--- src/lwfs_pkg.sv ---
// lwfs_pkg: shared types and constants for the window-fill byte sequencer.
// No dependencies; used by every module under src/.
`default_nettype none

package lwfs_pkg;

    // Kind codes carried on s_tuser
    localparam logic [1:0] FUNC_TICK  = 2'd0;
    localparam logic [1:0] FUNC_RECT  = 2'd1;
    localparam logic [1:0] FUNC_PIXEL = 2'd2;

    // Configuration register indexes
    localparam logic [1:0] REG_ORIENTATION = 2'd0;
    localparam logic [1:0] REG_VARIANT     = 2'd1;

    localparam logic [2:0] ORIENTATION_RESET = 3'd7;
    localparam logic       VARIANT_RESET     = 1'b0;

    // Controller commands
    localparam logic [7:0] CMD_RASET = 8'h2B;
    localparam logic [7:0] CMD_CASET = 8'h2A;
    localparam logic [7:0] CMD_RAMWR = 8'h2C;

    // Byte sequence steps
    localparam logic [3:0] STEP_RASET     = 4'd0;
    localparam logic [3:0] STEP_ROW_HI0   = 4'd1;
    localparam logic [3:0] STEP_ROW_FIRST = 4'd2;
    localparam logic [3:0] STEP_ROW_HI1   = 4'd3;
    localparam logic [3:0] STEP_ROW_LAST  = 4'd4;
    localparam logic [3:0] STEP_CASET     = 4'd5;
    localparam logic [3:0] STEP_COL_HI0   = 4'd6;
    localparam logic [3:0] STEP_COL_FIRST = 4'd7;
    localparam logic [3:0] STEP_COL_HI1   = 4'd8;
    localparam logic [3:0] STEP_COL_LAST  = 4'd9;
    localparam logic [3:0] STEP_RAMWR     = 4'd10;
    localparam logic [3:0] STEP_COLOR     = 4'd11;

    // Color byte select
    localparam logic [1:0] CBYTE_BLUE  = 2'd0;
    localparam logic [1:0] CBYTE_GREEN = 2'd1;
    localparam logic [1:0] CBYTE_RED   = 2'd2;

    localparam int DEFAULT_CLAMP_WIDTH  = 128;
    localparam int DEFAULT_CLAMP_HEIGHT = 128;
    localparam int QUEUE_DEPTH          = 2;

    // One classified item, front to back
    typedef struct packed {
        logic        is_req;    // 1: job setup, 0: tick
        logic        single;
        logic [7:0]  row_first;
        logic [7:0]  row_last;
        logic [7:0]  col_first;
        logic [7:0]  col_last;
        logic [23:0] color;
        logic [15:0] pixels;
    } entry_t;

endpackage

`default_nettype wire

--- src/lwfs_front.sv ---
// lwfs_front: classifies incoming items and precomputes job setup
// (offsets, clamp, window ends, pixel count). Depends on lwfs_pkg.
`default_nettype none

module lwfs_front #(
    parameter int CLAMP_WIDTH  = lwfs_pkg::DEFAULT_CLAMP_WIDTH,
    parameter int CLAMP_HEIGHT = lwfs_pkg::DEFAULT_CLAMP_HEIGHT
) (
    input  wire logic [1:0]  func,
    input  wire logic [7:0]  x_start,
    input  wire logic [7:0]  x_end,
    input  wire logic [7:0]  y_start,
    input  wire logic [7:0]  y_end,
    input  wire logic [23:0] fill_color,
    input  wire logic [2:0]  orientation,
    input  wire logic        variant,
    output logic             push_ok,     // item goes into the queue
    output lwfs_pkg::entry_t entry
);

    localparam logic [8:0] CLAMP_W9 = 9'(CLAMP_WIDTH);
    localparam logic [8:0] CLAMP_H9 = 9'(CLAMP_HEIGHT);
    localparam logic [7:0] MAX_X    = 8'(CLAMP_WIDTH - 1);
    localparam logic [7:0] MAX_Y    = 8'(CLAMP_HEIGHT - 1);

    logic        ex, mx, my, is_pixel;
    logic [7:0]  dx, dy;
    logic [7:0]  xs_in, ys_in, xe_in, ye_in;
    logic [7:0]  xs, xe, ys, ye;
    logic [15:0] diff_x, diff_y;
    logic [15:0] area;

    assign ex = orientation[0];
    assign mx = orientation[1];
    assign my = orientation[2];
    assign is_pixel = (func == lwfs_pkg::FUNC_PIXEL);

    always_comb begin
        if (!variant) begin
            if (mx && ex) begin
                dx = 8'd2; dy = 8'd3;
            end else if (my) begin
                dx = 8'd3; dy = 8'd2;
            end else if (mx) begin
                dx = 8'd1; dy = 8'd2;
            end else begin
                dx = 8'd2; dy = 8'd1;
            end
        end else begin
            dx = 8'd0; dy = 8'd0;
            if (mx && ex) begin
                dy = 8'd32;
            end else if (my) begin
                dx = 8'd32;
            end
        end
    end

    // pixel request: clamp to the panel, end equals start
    always_comb begin
        xs_in = x_start;
        ys_in = y_start;
        if (is_pixel) begin
            if ({1'b0, x_start} >= CLAMP_W9) xs_in = MAX_X;
            if ({1'b0, y_start} >= CLAMP_H9) ys_in = MAX_Y;
        end
        xe_in = is_pixel ? xs_in : x_end;
        ye_in = is_pixel ? ys_in : y_end;
    end

    assign xs = xs_in + dx;
    assign xe = xe_in + dx;
    assign ys = ys_in + dy;
    assign ye = ye_in + dy;

    // 16-bit wrapping differences, area count modulo 2^16
    assign diff_x = {8'd0, xe} - {8'd0, xs};
    assign diff_y = {8'd0, ye} - {8'd0, ys};
    assign area   = diff_x * diff_y;

    always_comb begin
        entry.is_req    = (func == lwfs_pkg::FUNC_RECT) || is_pixel;
        entry.single    = (xe == xs) && (ye == ys);
        entry.row_first = xs;
        entry.row_last  = xe - 8'd1;
        entry.col_first = ys;
        entry.col_last  = ye - 8'd1;
        entry.color     = fill_color;
        entry.pixels    = entry.single ? 16'd1 : area;
    end

    // func code 3 is dropped here
    assign push_ok = (func == lwfs_pkg::FUNC_TICK) || entry.is_req;

endmodule

`default_nettype wire

--- src/lwfs_queue.sv ---
// lwfs_queue: short FIFO of classified items between front and back.
// Depends on lwfs_pkg (entry_t).
`default_nettype none

module lwfs_queue #(
    parameter int DEPTH = lwfs_pkg::QUEUE_DEPTH
) (
    input  wire logic             aclk,
    input  wire logic             aresetn,
    input  wire logic             wr_en,
    input  wire lwfs_pkg::entry_t wr_data,
    output logic                  full,
    input  wire logic             rd_en,
    output logic                  rd_valid,
    output lwfs_pkg::entry_t      rd_data
);

    localparam int PW = (DEPTH > 1) ? $clog2(DEPTH) : 1;
    localparam int CW = $clog2(DEPTH + 1);
    localparam logic [PW-1:0] LAST_PTR = PW'(DEPTH - 1);
    localparam logic [CW-1:0] FULL_CNT = CW'(DEPTH);

    lwfs_pkg::entry_t mem [DEPTH];
    logic [PW-1:0] wr_ptr_reg, wr_ptr_next, rd_ptr_reg, rd_ptr_next;
    logic [CW-1:0] count_reg, count_next;
    logic          do_wr, do_rd;

    assign full     = (count_reg == FULL_CNT);
    assign rd_valid = (count_reg != '0);
    assign rd_data  = mem[rd_ptr_reg];
    assign do_wr    = wr_en && !full;
    assign do_rd    = rd_en && rd_valid;

    always_comb begin
        wr_ptr_next = wr_ptr_reg;
        rd_ptr_next = rd_ptr_reg;
        count_next  = count_reg;
        if (do_wr) wr_ptr_next = (wr_ptr_reg == LAST_PTR) ? '0 : wr_ptr_reg + 1'b1;
        if (do_rd) rd_ptr_next = (rd_ptr_reg == LAST_PTR) ? '0 : rd_ptr_reg + 1'b1;
        if (do_wr && !do_rd) count_next = count_reg + 1'b1;
        else if (do_rd && !do_wr) count_next = count_reg - 1'b1;
    end

    always_ff @(posedge aclk) begin
        if (!aresetn) begin
            wr_ptr_reg <= '0;
            rd_ptr_reg <= '0;
            count_reg  <= '0;
        end else begin
            wr_ptr_reg <= wr_ptr_next;
            rd_ptr_reg <= rd_ptr_next;
            count_reg  <= count_next;
        end
    end

    always_ff @(posedge aclk) begin
        if (do_wr) mem[wr_ptr_reg] <= wr_data;
    end

endmodule

`default_nettype wire

--- src/lwfs_back.sv ---
// lwfs_back: job state and byte sequencer with registered output stage.
// Consumes queued items in order. Depends on lwfs_pkg.
`default_nettype none

module lwfs_back (
    input  wire logic             aclk,
    input  wire logic             aresetn,
    input  wire logic             q_valid,
    input  wire lwfs_pkg::entry_t q_data,
    output logic                  q_pop,
    output logic                  m_tvalid,
    input  wire logic             m_tready,
    output logic [15:0]           m_tdata,   // [7:0] out_byte, [8] release_select,
                                             // zero pad
    output logic                  m_tuser,   // [0] is_data
    output logic                  m_tlast    // last
);

    logic        busy_reg, busy_next;
    logic [3:0]  step_reg, step_next;
    logic [7:0]  row_first_reg, row_first_next, row_last_reg, row_last_next;
    logic [7:0]  col_first_reg, col_first_next, col_last_reg, col_last_next;
    logic [23:0] color_reg, color_next;
    logic [15:0] pixels_reg, pixels_next;
    logic [1:0]  cbi_reg, cbi_next;
    logic        single_reg, single_next;

    logic        out_valid_reg, out_valid_next;
    logic [7:0]  out_byte_reg, out_byte_next;
    logic        out_data_reg, out_data_next;
    logic        out_rel_reg, out_rel_next;
    logic        out_last_reg, out_last_next;

    logic        out_free, emit, fin;
    logic [7:0]  byte_v, color_byte;
    logic        data_v, rel_v;

    assign out_free = !out_valid_reg || m_tready;
    // ticks with a job pending need room in the output stage
    assign q_pop = q_valid && (q_data.is_req || !busy_reg || out_free);
    assign emit  = q_pop && !q_data.is_req && busy_reg;

    always_comb begin
        case (cbi_reg)
            lwfs_pkg::CBYTE_BLUE:  color_byte = color_reg[7:0];
            lwfs_pkg::CBYTE_GREEN: color_byte = color_reg[15:8];
            lwfs_pkg::CBYTE_RED:   color_byte = color_reg[23:16];
            default:               color_byte = 8'h00;
        endcase
    end

    always_comb begin
        busy_next      = busy_reg;
        step_next      = step_reg;
        row_first_next = row_first_reg;
        row_last_next  = row_last_reg;
        col_first_next = col_first_reg;
        col_last_next  = col_last_reg;
        color_next     = color_reg;
        pixels_next    = pixels_reg;
        cbi_next       = cbi_reg;
        single_next    = single_reg;
        byte_v         = 8'h00;
        data_v         = 1'b1;
        rel_v          = 1'b1;
        fin            = 1'b0;

        if (q_pop && q_data.is_req && !busy_reg) begin
            busy_next      = 1'b1;
            step_next      = lwfs_pkg::STEP_RASET;
            row_first_next = q_data.row_first;
            row_last_next  = q_data.row_last;
            col_first_next = q_data.col_first;
            col_last_next  = q_data.col_last;
            color_next     = q_data.color;
            pixels_next    = q_data.pixels;
            cbi_next       = lwfs_pkg::CBYTE_BLUE;
            single_next    = q_data.single;
        end else if (emit) begin
            case (step_reg)
                lwfs_pkg::STEP_RASET: begin
                    byte_v = lwfs_pkg::CMD_RASET; data_v = 1'b0;
                end
                lwfs_pkg::STEP_ROW_HI0:   byte_v = 8'h00;
                lwfs_pkg::STEP_ROW_FIRST: byte_v = row_first_reg;
                lwfs_pkg::STEP_ROW_HI1:   byte_v = 8'h00;
                lwfs_pkg::STEP_ROW_LAST:  byte_v = row_last_reg;
                lwfs_pkg::STEP_CASET: begin
                    byte_v = lwfs_pkg::CMD_CASET; data_v = 1'b0;
                end
                lwfs_pkg::STEP_COL_HI0:   byte_v = 8'h00;
                lwfs_pkg::STEP_COL_FIRST: byte_v = col_first_reg;
                lwfs_pkg::STEP_COL_HI1:   byte_v = 8'h00;
                lwfs_pkg::STEP_COL_LAST:  byte_v = col_last_reg;
                lwfs_pkg::STEP_RAMWR: begin
                    byte_v = lwfs_pkg::CMD_RAMWR; data_v = 1'b0;
                    fin    = (pixels_reg == 16'd0);   // empty area ends here
                end
                default: begin
                    byte_v = color_byte;
                    if (cbi_reg >= lwfs_pkg::CBYTE_RED) begin
                        cbi_next    = lwfs_pkg::CBYTE_BLUE;
                        pixels_next = pixels_reg - 16'd1;
                        fin         = (pixels_next == 16'd0);
                    end else begin
                        cbi_next = cbi_reg + 2'd1;
                    end
                    rel_v = single_reg || fin;
                end
            endcase
            if (step_reg < lwfs_pkg::STEP_COLOR) step_next = step_reg + 4'd1;
            if (fin) begin
                busy_next = 1'b0;
                step_next = lwfs_pkg::STEP_RASET;
                cbi_next  = lwfs_pkg::CBYTE_BLUE;
            end
        end
    end

    always_comb begin
        out_valid_next = out_valid_reg && !m_tready;
        out_byte_next  = out_byte_reg;
        out_data_next  = out_data_reg;
        out_rel_next   = out_rel_reg;
        out_last_next  = out_last_reg;
        if (emit) begin
            out_valid_next = 1'b1;
            out_byte_next  = byte_v;
            out_data_next  = data_v;
            out_rel_next   = rel_v;
            out_last_next  = fin;
        end
    end

    always_ff @(posedge aclk) begin
        if (!aresetn) begin
            busy_reg      <= 1'b0;
            step_reg      <= '0;
            row_first_reg <= '0;
            row_last_reg  <= '0;
            col_first_reg <= '0;
            col_last_reg  <= '0;
            color_reg     <= '0;
            pixels_reg    <= '0;
            cbi_reg       <= '0;
            single_reg    <= 1'b0;
            out_valid_reg <= 1'b0;
        end else begin
            busy_reg      <= busy_next;
            step_reg      <= step_next;
            row_first_reg <= row_first_next;
            row_last_reg  <= row_last_next;
            col_first_reg <= col_first_next;
            col_last_reg  <= col_last_next;
            color_reg     <= color_next;
            pixels_reg    <= pixels_next;
            cbi_reg       <= cbi_next;
            single_reg    <= single_next;
            out_valid_reg <= out_valid_next;
        end
    end

    always_ff @(posedge aclk) begin
        out_byte_reg <= out_byte_next;
        out_data_reg <= out_data_next;
        out_rel_reg  <= out_rel_next;
        out_last_reg <= out_last_next;
    end

    assign m_tvalid = out_valid_reg;
    assign m_tdata  = {7'd0, out_rel_reg, out_byte_reg};
    assign m_tuser  = out_data_reg;
    assign m_tlast  = out_last_reg;

endmodule

`default_nettype wire

--- src/lcd_window_fill_sequencer.sv ---
// lcd_window_fill_sequencer: top level of the window-fill byte sequencer.
// Holds the configuration registers; instantiates lwfs_front, lwfs_queue, lwfs_back.
//
// Usage:
//   s_* channel: one item per handshake. s_tuser is the kind (0 tick,
//   1 rectangle request, 2 pixel request, 3 ignored); s_tdata carries the
//   window corners and the 24-bit fill color.
//   m_* channel: one byte for the display per tick that finds a job pending.
//   m_tdata = {release_select, out_byte}, m_tuser is the data/command flag,
//   m_tlast marks the final byte of a job. Requests, idle ticks and requests
//   while busy give nothing.
//   cfg_* channel: register 0 orientation bits, register 1 panel variant.
//   Always ready; write only when no job is pending.
// Timing:
//   An item is classified in the cycle it is accepted and queued; the back
//   end takes one queued item per cycle, unless a tick for a pending job
//   finds its output register still full, so a tick's byte passes a queue
//   entry and then the output register before it shows on m_tvalid. Sustained
//   rate is one item per cycle, set by the single-step sequencer and the two-entry queue.
// Stall: with m_tready low one byte waits in the output register; further
//   items fill the queue and then s_tready drops.
// Reset (aresetn low, synchronous): job idle, queue empty, output empty,
//   orientation 7, panel variant 0.
`default_nettype none

module lcd_window_fill_sequencer #(
    parameter int CLAMP_WIDTH  = lwfs_pkg::DEFAULT_CLAMP_WIDTH,
    parameter int CLAMP_HEIGHT = lwfs_pkg::DEFAULT_CLAMP_HEIGHT,
    parameter int QUEUE_DEPTH  = lwfs_pkg::QUEUE_DEPTH
) (
    input  wire logic        aclk,
    input  wire logic        aresetn,
    // item input
    input  wire logic        s_tvalid,
    output logic             s_tready,
    input  wire logic [55:0] s_tdata,   // [7:0] x_start, [15:8] x_end, [23:16] y_start,
                                        // [31:24] y_end, [55:32] fill_color
    input  wire logic [1:0]  s_tuser,   // [1:0] func
    // byte output
    output logic             m_tvalid,
    input  wire logic        m_tready,
    output logic [15:0]      m_tdata,   // [7:0] out_byte, [8] release_select,
                                        // [15:9] zero
    output logic             m_tuser,   // [0] is_data
    output logic             m_tlast,   // last
    // configuration writes
    input  wire logic        cfg_valid,
    output logic             cfg_ready,
    input  wire logic [1:0]  cfg_index,
    input  wire logic [7:0]  cfg_data
);

    logic [2:0]       orientation_reg;
    logic             variant_reg;
    logic             push_ok, q_full, q_valid, q_pop;
    lwfs_pkg::entry_t front_entry, q_entry;

    // configuration registers; unknown indexes are ignored
    assign cfg_ready = 1'b1;

    always_ff @(posedge aclk) begin
        if (!aresetn) begin
            orientation_reg <= lwfs_pkg::ORIENTATION_RESET;
            variant_reg     <= lwfs_pkg::VARIANT_RESET;
        end else if (cfg_valid) begin
            case (cfg_index)
                lwfs_pkg::REG_ORIENTATION: orientation_reg <= cfg_data[2:0];
                lwfs_pkg::REG_VARIANT:     variant_reg     <= cfg_data[0];
                default: ;
            endcase
        end
    end

    // func 3 is taken and dropped, so readiness is just queue room
    assign s_tready = !q_full;

    lwfs_front #(
        .CLAMP_WIDTH  (CLAMP_WIDTH),
        .CLAMP_HEIGHT (CLAMP_HEIGHT)
    ) u_front (
        .func        (s_tuser),
        .x_start     (s_tdata[7:0]),
        .x_end       (s_tdata[15:8]),
        .y_start     (s_tdata[23:16]),
        .y_end       (s_tdata[31:24]),
        .fill_color  (s_tdata[55:32]),
        .orientation (orientation_reg),
        .variant     (variant_reg),
        .push_ok     (push_ok),
        .entry       (front_entry)
    );

    lwfs_queue #(
        .DEPTH (QUEUE_DEPTH)
    ) u_queue (
        .aclk     (aclk),
        .aresetn  (aresetn),
        .wr_en    (s_tvalid && push_ok),
        .wr_data  (front_entry),
        .full     (q_full),
        .rd_en    (q_pop),
        .rd_valid (q_valid),
        .rd_data  (q_entry)
    );

    lwfs_back u_back (
        .aclk     (aclk),
        .aresetn  (aresetn),
        .q_valid  (q_valid),
        .q_data   (q_entry),
        .q_pop    (q_pop),
        .m_tvalid (m_tvalid),
        .m_tready (m_tready),
        .m_tdata  (m_tdata),
        .m_tuser  (m_tuser),
        .m_tlast  (m_tlast)
    );

endmodule

`default_nettype wire
--- config.mk ---
export PLATFORM = sky130hd
export DESIGN_NAME = lcd_window_fill_sequencer
export DESIGN_NICKNAME = d
export VERILOG_FILES = /design/src/lwfs_pkg.sv /design/src/lwfs_front.sv /design/src/lwfs_queue.sv /design/src/lwfs_back.sv /design/src/lcd_window_fill_sequencer.sv
export SDC_FILE = /design/constraint.sdc
export NUM_CORES = 1
export LEC_CHECK = 0
export ABC_CLOCK_PERIOD_IN_PS = 24800
export BUFFER_PORTS_ARGS = -buffer_cell sky130_fd_sc_hd__buf_2
export CORE_ASPECT_RATIO = 0.8
export CORE_UTILIZATION = 67
export CTS_BUF_LIST = sky130_fd_sc_hd__clkbuf_16
export DETAILED_ROUTE_END_ITERATION = 8
export PLACE_DENSITY = 0.85
export SLEW_MARGIN = 30
export SYNTH_ARGS = -nofsm -noshare
export SYNTH_HDL_FRONTEND = slang
export SYNTH_SLANG_ARGS = --single-unit
--- constraint.sdc ---
create_clock -name aclk -period 24.8 [get_ports aclk]
set_input_delay 3.72 -clock aclk [delete_from_list [all_inputs] [get_ports aclk]]
set_output_delay 3.72 -clock aclk [all_outputs]
set_load 0.01 [all_outputs]
==> impl_metrics.py, run 1 <==
metrics = {
    "synth": {
        "ys.flop_type": "edfxtp_1",
        "synthArstFlopShare_pct": 0,
        "netlist_area_um2": 15600,
        "synth_edf_count": 159,
        "ys_ff_latch": 249,
        "yosysUniqueCellTypes": 79,
        "synth_warnings": 0,
        "yosysSeqAreaShare_pct": 42.1,
        "postSynthCellCount": 1503,
        "syn_avg_cell_area_um2": 10.4,
    },
    "floorplanning": {
        "die_h_um": 138,
        "start_util_pct": 68.8,
        "core_area_um2": 22700,
        "die_x_um": 173,
        "io_pins": 94,
        "die_area_um2": 23900,
        "rows": 49,
    },
    "clock_tree": {
        "hold_buffers": 0,
        "clk_path_buf_depth": 3,
        "post_cts_resized": 0,
        "path_clk_slew_ns": 0.06,
        "cts_tree": "built",
        "post_cts_buffers": 0,
        "clk_latency_ns": 0.52,
        "clock_sinks": 249,
        "cts_made_buffers": 24,
        "cts-htree-levels": 1,
        "cts_root_buffer": "clkbuf_16",
    },
    "sta": {
        "maxSlewHeadroom_pct": 36.8,
        "skew_ns": 0.0184,
        "rsz0062_at_grt": "no",
        "fin_crit_sh_pct": 51.6,
        "worstMarginPinSlew_ns": 0.941,
        "hold_viol": 0,
        "setup_viol": 0,
        "setup_tns_ns": 0,
        "period_minus_slack_ns": 12.79,
        "whs_ns": 0.467,
        "slew_viol_final": 0,
        "fmax_ghz": 0.0782,
    },
    "detailed_routing": {
        "viasPerCell": 5.99,
        "wl_mm": 34.2,
        "first_pass_iters": 5,
        "wl_per_cell_um": 18.2,
        "drt_iter0_drc": 1095,
        "drc": 0,
        "vias": 11200,
        "final_antenna_net_count": 0,
    },
    "worst_setup_path": {
        "critPathLaunchType": "input port",
        "cp.required_ns": 25.05,
        "worst-setup-path-type": "input port to flip-flop",
        "crit_family": "adder cells",
        "cpMaxStageDelayCell": "xor2_1",
        "max_stage_delay_ns": 0.67,
        "cp-end-kind": "flip-flop",
        "critPathBufInv": 11,
        "critPathMaxFanout": 40,
        "arrival_ns": 13.04,
        "crit_top_cell": "inv_1",
    },
    "finish": {
        "multiInputGateArea_um2": 8090,
        "final_cell_mix": "nor2_1, inv_1, edfxtp_1",
        "instances_no_fill": 1877,
        "num_antenna_cells": 0,
        "nFillCells": 1526,
        "register_area_um2": 6580,
        "nets": 1798,
        "largest_reg_flops": 148,
        "syn2layout_area_growth_pct": 9.05,
        "drive_above_1_share_pct": 11.0,
        "final_common_cell": "nor2_1",
        "design_area_um2": 17000,
    },
    "run_status": {
        "status": "finished clean",
    },
    "global_route": {
        "grt_start_max_net_pins": 83,
        "grt_use_total_pct": 29.1,
        "antenna_found_initial": 0,
        "grt_pass1_wl_mm": 55.7,
        "grt-ovfl-total": 0,
        "grt_pass1_vias": 11000,
    },
    "placement": {
        "dp_cells": 1833,
        "place_hpwl_mm": 24.6,
        "routabilityCongestion": 0.937,
        "post_dp_cell_area_um2": 16200,
        "port_buffers": 80,
    },
    "worst_hold_path": {
        "hp-class": "flip-flop to flip-flop",
    },
    "flow_run": {
        "maxCapViolations": 0,
    },
}
## cells in the mapped netlist, types with 4 or more instances
cell type,number,share of area (%)
a211oi_1,71,3.4
a21o_1,10,0.48
a21oi_1,60,1.9
a22oi_1,4,0.19
a31oi_1,10,0.40
and2_1,9,0.36
buf_4,9,0.43
clkbuf_1,57,1.4
dfxtp_1,90,12
edfxtp_1,159,31
fa_1,83,11
ha_1,89,7.1
inv_1,176,4.2
mux2_2,5,0.36
mux2i_1,85,5.5
nand2_1,53,1.3
nand2b_1,16,0.64
nand3_1,17,0.55
nand3b_1,7,0.34
nor2_1,213,5.1
nor2b_1,15,0.60
nor3_1,16,0.51
nor4_1,5,0.20
o21a_1,5,0.24
o21ai_0,39,1.3
o22ai_1,21,0.84
o32ai_1,4,0.22
or2_2,19,0.76
or3_1,11,0.44
xnor2_1,46,2.6
xor2_1,30,1.7
## per-layer routing
metal	routed length [um]	vias to the layer above	track usage (%)	part of all wire, %
met5	0	-	0	0
met4	845	0	7.75	2.5
met3	2760	80	4.07	8.1
met2	15900	520	47.7	47
met1	14700	5384	41.0	43
li1	-	5260	-	-
## logic make-up (layout without fill, tap and decap cells)
kind of cell / Yosys count / count (layout) / share of synthesized area [%]
AND/OR/NAND/NOR: 406 / 406 / 12.3
XOR/XNOR: 81 / 81 / 4.90
multiplexers: 90 / 90 / 5.81
AO/OA/AOI/OAI: 253 / 253 / 10.8
flip-flops: 249 / 249 / 42.1
adder cells (fa/ha/maj): 172 / 172 / 17.8
other: 2 / 8 / 0.0481
buffers and inverters: 250 / 312 / 6.27
## worst paths after layout
check	start	endpoint	slack, ns	depth (start not counted)
worst max-delay path	s_tuser[0]	u_queue.mem[1][14]	12.01	38
worst min-delay path	u_back.pixels_reg[15]	u_back.pixels_reg[15]	0.47	1
worst max register to register	orientation_reg[1]	u_queue.mem[1][14]	15.72	32
worst min register to register	u_back.pixels_reg[15]	u_back.pixels_reg[15]	0.47	1
## worst register-to-register path: cells and delay by family (launching register included)
kind            cells  cell delay (ns)
compound gates      7             1.27
xor+xnor            2             1.02
fa+ha+maj          10             4.37
buf+inv             6             0.32
flops               1             0.46
mux                 1             0.30
simple gates        6             1.09
## through the flow
stage / worst slack (ns) / util (%)
finish: 12.01 / 75.0
global route: 11.42 / 75.0
CTS: 12.14 / 75.0
detailed placement: 11.58 / 71.5
global placement: 11.83 / 71.4
floorplan: 12.21 / -
## final cells by class
class | instances | share of cell area (%)
Sequential cell | 249 | 38.7
Inverter | 178 | 3.93
Clock inverter | 18 | 0.794
Tap cell | 306 | 2.25
Clock buffer | 26 | 3.82
Multi-Input combinational cell | 1010 | 47.6
Timing Repair Buffer | 90 | 2.96
Power of run 1 is left out: the tool's default activity adds up to more than one toggle a clock period on the data nets, which glitch-free logic cannot reach.
==> run 2: changes to the inputs <==
--- a/config.mk
+++ b/config.mk
@@ -5,13 +5,13 @@
 export SDC_FILE = /design/constraint.sdc
 export NUM_CORES = 1
 export LEC_CHECK = 0
-export ABC_CLOCK_PERIOD_IN_PS = 24800
+export ABC_CLOCK_PERIOD_IN_PS = 12630
 export BUFFER_PORTS_ARGS = -buffer_cell sky130_fd_sc_hd__buf_2
 export CORE_ASPECT_RATIO = 0.8
-export CORE_UTILIZATION = 67
+export CORE_UTILIZATION = 62
 export CTS_BUF_LIST = sky130_fd_sc_hd__clkbuf_16
 export DETAILED_ROUTE_END_ITERATION = 8
-export PLACE_DENSITY = 0.85
+export PLACE_DENSITY = 0.79
 export SLEW_MARGIN = 30
 export SYNTH_ARGS = -nofsm -noshare
 export SYNTH_HDL_FRONTEND = slang
==> constraint.sdc (replaced) <==
create_clock -name aclk -period 12.63 [get_ports aclk]
set_input_delay 1.8945 -clock aclk [delete_from_list [all_inputs] [get_ports aclk]]
set_output_delay 1.8945 -clock aclk [all_outputs]
set_load 0.01 [all_outputs]
==> run 2 against run 1 <==
Net effect: first-iteration DRC count is 28% lower; die area is 8.0% higher; clock skew is 0.0018 ns higher; critical endpoint is now u_queue.mem[0][15]; sequential share of layout area grew 0.11 points; global-route usage shrank 3.1 points; largest cell class unchanged; cell area fell by 0.28%; worst hold slack improved by 0.011 ns.
==> impl_metrics.py, run 2 (synthesis gave the netlist of run 1 again) <==
metrics = {
    "run_status": {
        "status": "finished clean",
    },
    "worst_setup_path": {
        "crit_top_cell": "fa_1",
        "arrival_ns": 11.10,
        "critPathMaxFanout": 40,
        "max_stage_delay_ns": 0.55,
        "worst-setup-path-type": "input port to flip-flop",
        "cp.required_ns": 12.97,
        "critPathLaunchType": "input port",
        "cp-end-kind": "flip-flop",
        "cpMaxStageDelayCell": "fa_1",
    },
    "floorplanning": {
        "start_util_pct": 63.7,
        "core_area_um2": 24500,
        "die_area_um2": 25800,
        "io_pins": 94,
        "rows": 51,
        "die_h_um": 144,
        "die_x_um": 179,
    },
    "global_route": {
        "grt-ovfl-total": 0,
        "grt_use_total_pct": 26.0,
        "grt_start_max_net_pins": 79,
        "antenna_found_initial": 0,
        "grt_pass1_wl_mm": 52.5,
        "grt_pass1_vias": 10500,
    },
    "clock_tree": {
        "cts_tree": "built",
        "cts_made_buffers": 24,
        "post_cts_buffers": 0,
        "clock_sinks": 249,
        "clk_path_buf_depth": 3,
        "cts_root_buffer": "clkbuf_16",
        "cts-htree-levels": 1,
        "hold_buffers": 0,
        "post_cts_resized": 0,
        "path_clk_slew_ns": 0.06,
        "clk_latency_ns": 0.51,
    },
    "detailed_routing": {
        "drc": 0,
        "wl_per_cell_um": 17.4,
        "wl_mm": 32.8,
        "drt_iter0_drc": 785,
        "vias": 10900,
        "final_antenna_net_count": 0,
        "viasPerCell": 5.78,
        "first_pass_iters": 7,
    },
    "finish": {
        "nFillCells": 1782,
        "final_common_cell": "nor2_1",
        "nets": 1797,
        "drive_above_1_share_pct": 10.8,
        "syn2layout_area_growth_pct": 8.75,
        "num_antenna_cells": 0,
        "design_area_um2": 17000,
        "final_cell_mix": "nor2_1, inv_1, edfxtp_1",
        "largest_reg_flops": 148,
    },
    "sta": {
        "setup_viol": 0,
        "fmax_ghz": 0.0930,
        "worst_slack_ns": 1.88,
        "rsz0062_at_grt": "no",
        "maxSlewHeadroom_pct": 30.4,
        "period_minus_slack_ns": 10.75,
        "fin_crit_sh_pct": 85.1,
        "setup_tns_ns": 0,
        "hold_viol": 0,
        "skew_ns": 0.0202,
        "slew_viol_final": 0,
        "worstMarginPinSlew_ns": 1.04,
        "whs_ns": 0.478,
    },
    "flow_run": {
        "maxCapViolations": 0,
    },
    "worst_hold_path": {
        "hp-class": "flip-flop to flip-flop",
    },
    "placement": {
        "port_buffers": 80,
        "routabilityCongestion": 0.927,
        "post_dp_cell_area_um2": 16200,
        "pre_cts_slack_ns": 1.45,
        "place_hpwl_mm": 24.4,
    },
}
## run 2: final cells by class
| cell class | count | area (um2) | share of cell area (%) |
|---|---|---|---|
| clock buffer | 25 | 626 | 3.69 |
| clock inverter | 19 | 110 | 0.649 |
| inverter | 178 | 669 | 3.94 |
| multi-input combinational | 1010 | 8090 | 47.7 |
| sequential | 249 | 6580 | 38.8 |
| tap | 318 | 398 | 2.34 |
| timing repair buffer | 89 | 492 | 2.90 |
## run 2: path summary, 6_finish.rpt
check | startpoint | to | slack, ns | cells past startpoint
worst max register to register | orientation_reg[1] | u_queue.mem[0][15] | 3.60 | 29
worst min-delay path | u_back.pixels_reg[15] | u_back.pixels_reg[15] | 0.48 | 1
worst min register to register | u_back.pixels_reg[15] | u_back.pixels_reg[15] | 0.48 | 1
worst max-delay path | s_tuser[0] | u_queue.mem[0][15] | 1.88 | 34
## run 2: stage by stage
step | util [%] | cells
finish | 69.3 | 1888
global route | 69.3 | 1888
CTS | 69.3 | 1888
detailed placement | 66.2 | 1844
global placement | 66.1 | 1843
floorplan | - | 1509
## run 2: critical path, delay by kind of cell
family                     cells  cell delay [ns]
adders and majority gates      9             3.85
and+or+nand+nor                7             1.66
buffers and inverters          7             0.87
xor gates and xnor gates       6             1.44
AOI/OAI and AO/OA              5             1.34
## run 2: metal layers
metal	track usage [%]	share of wire, %	vias up
met3	3.49	5.4	52
li1	-	-	5255
met5	0	0	-
met1	37.4	47	5267
met4	7.52	2.4	0
met2	41.2	45	346
Power of run 2 is left out for the same reason.
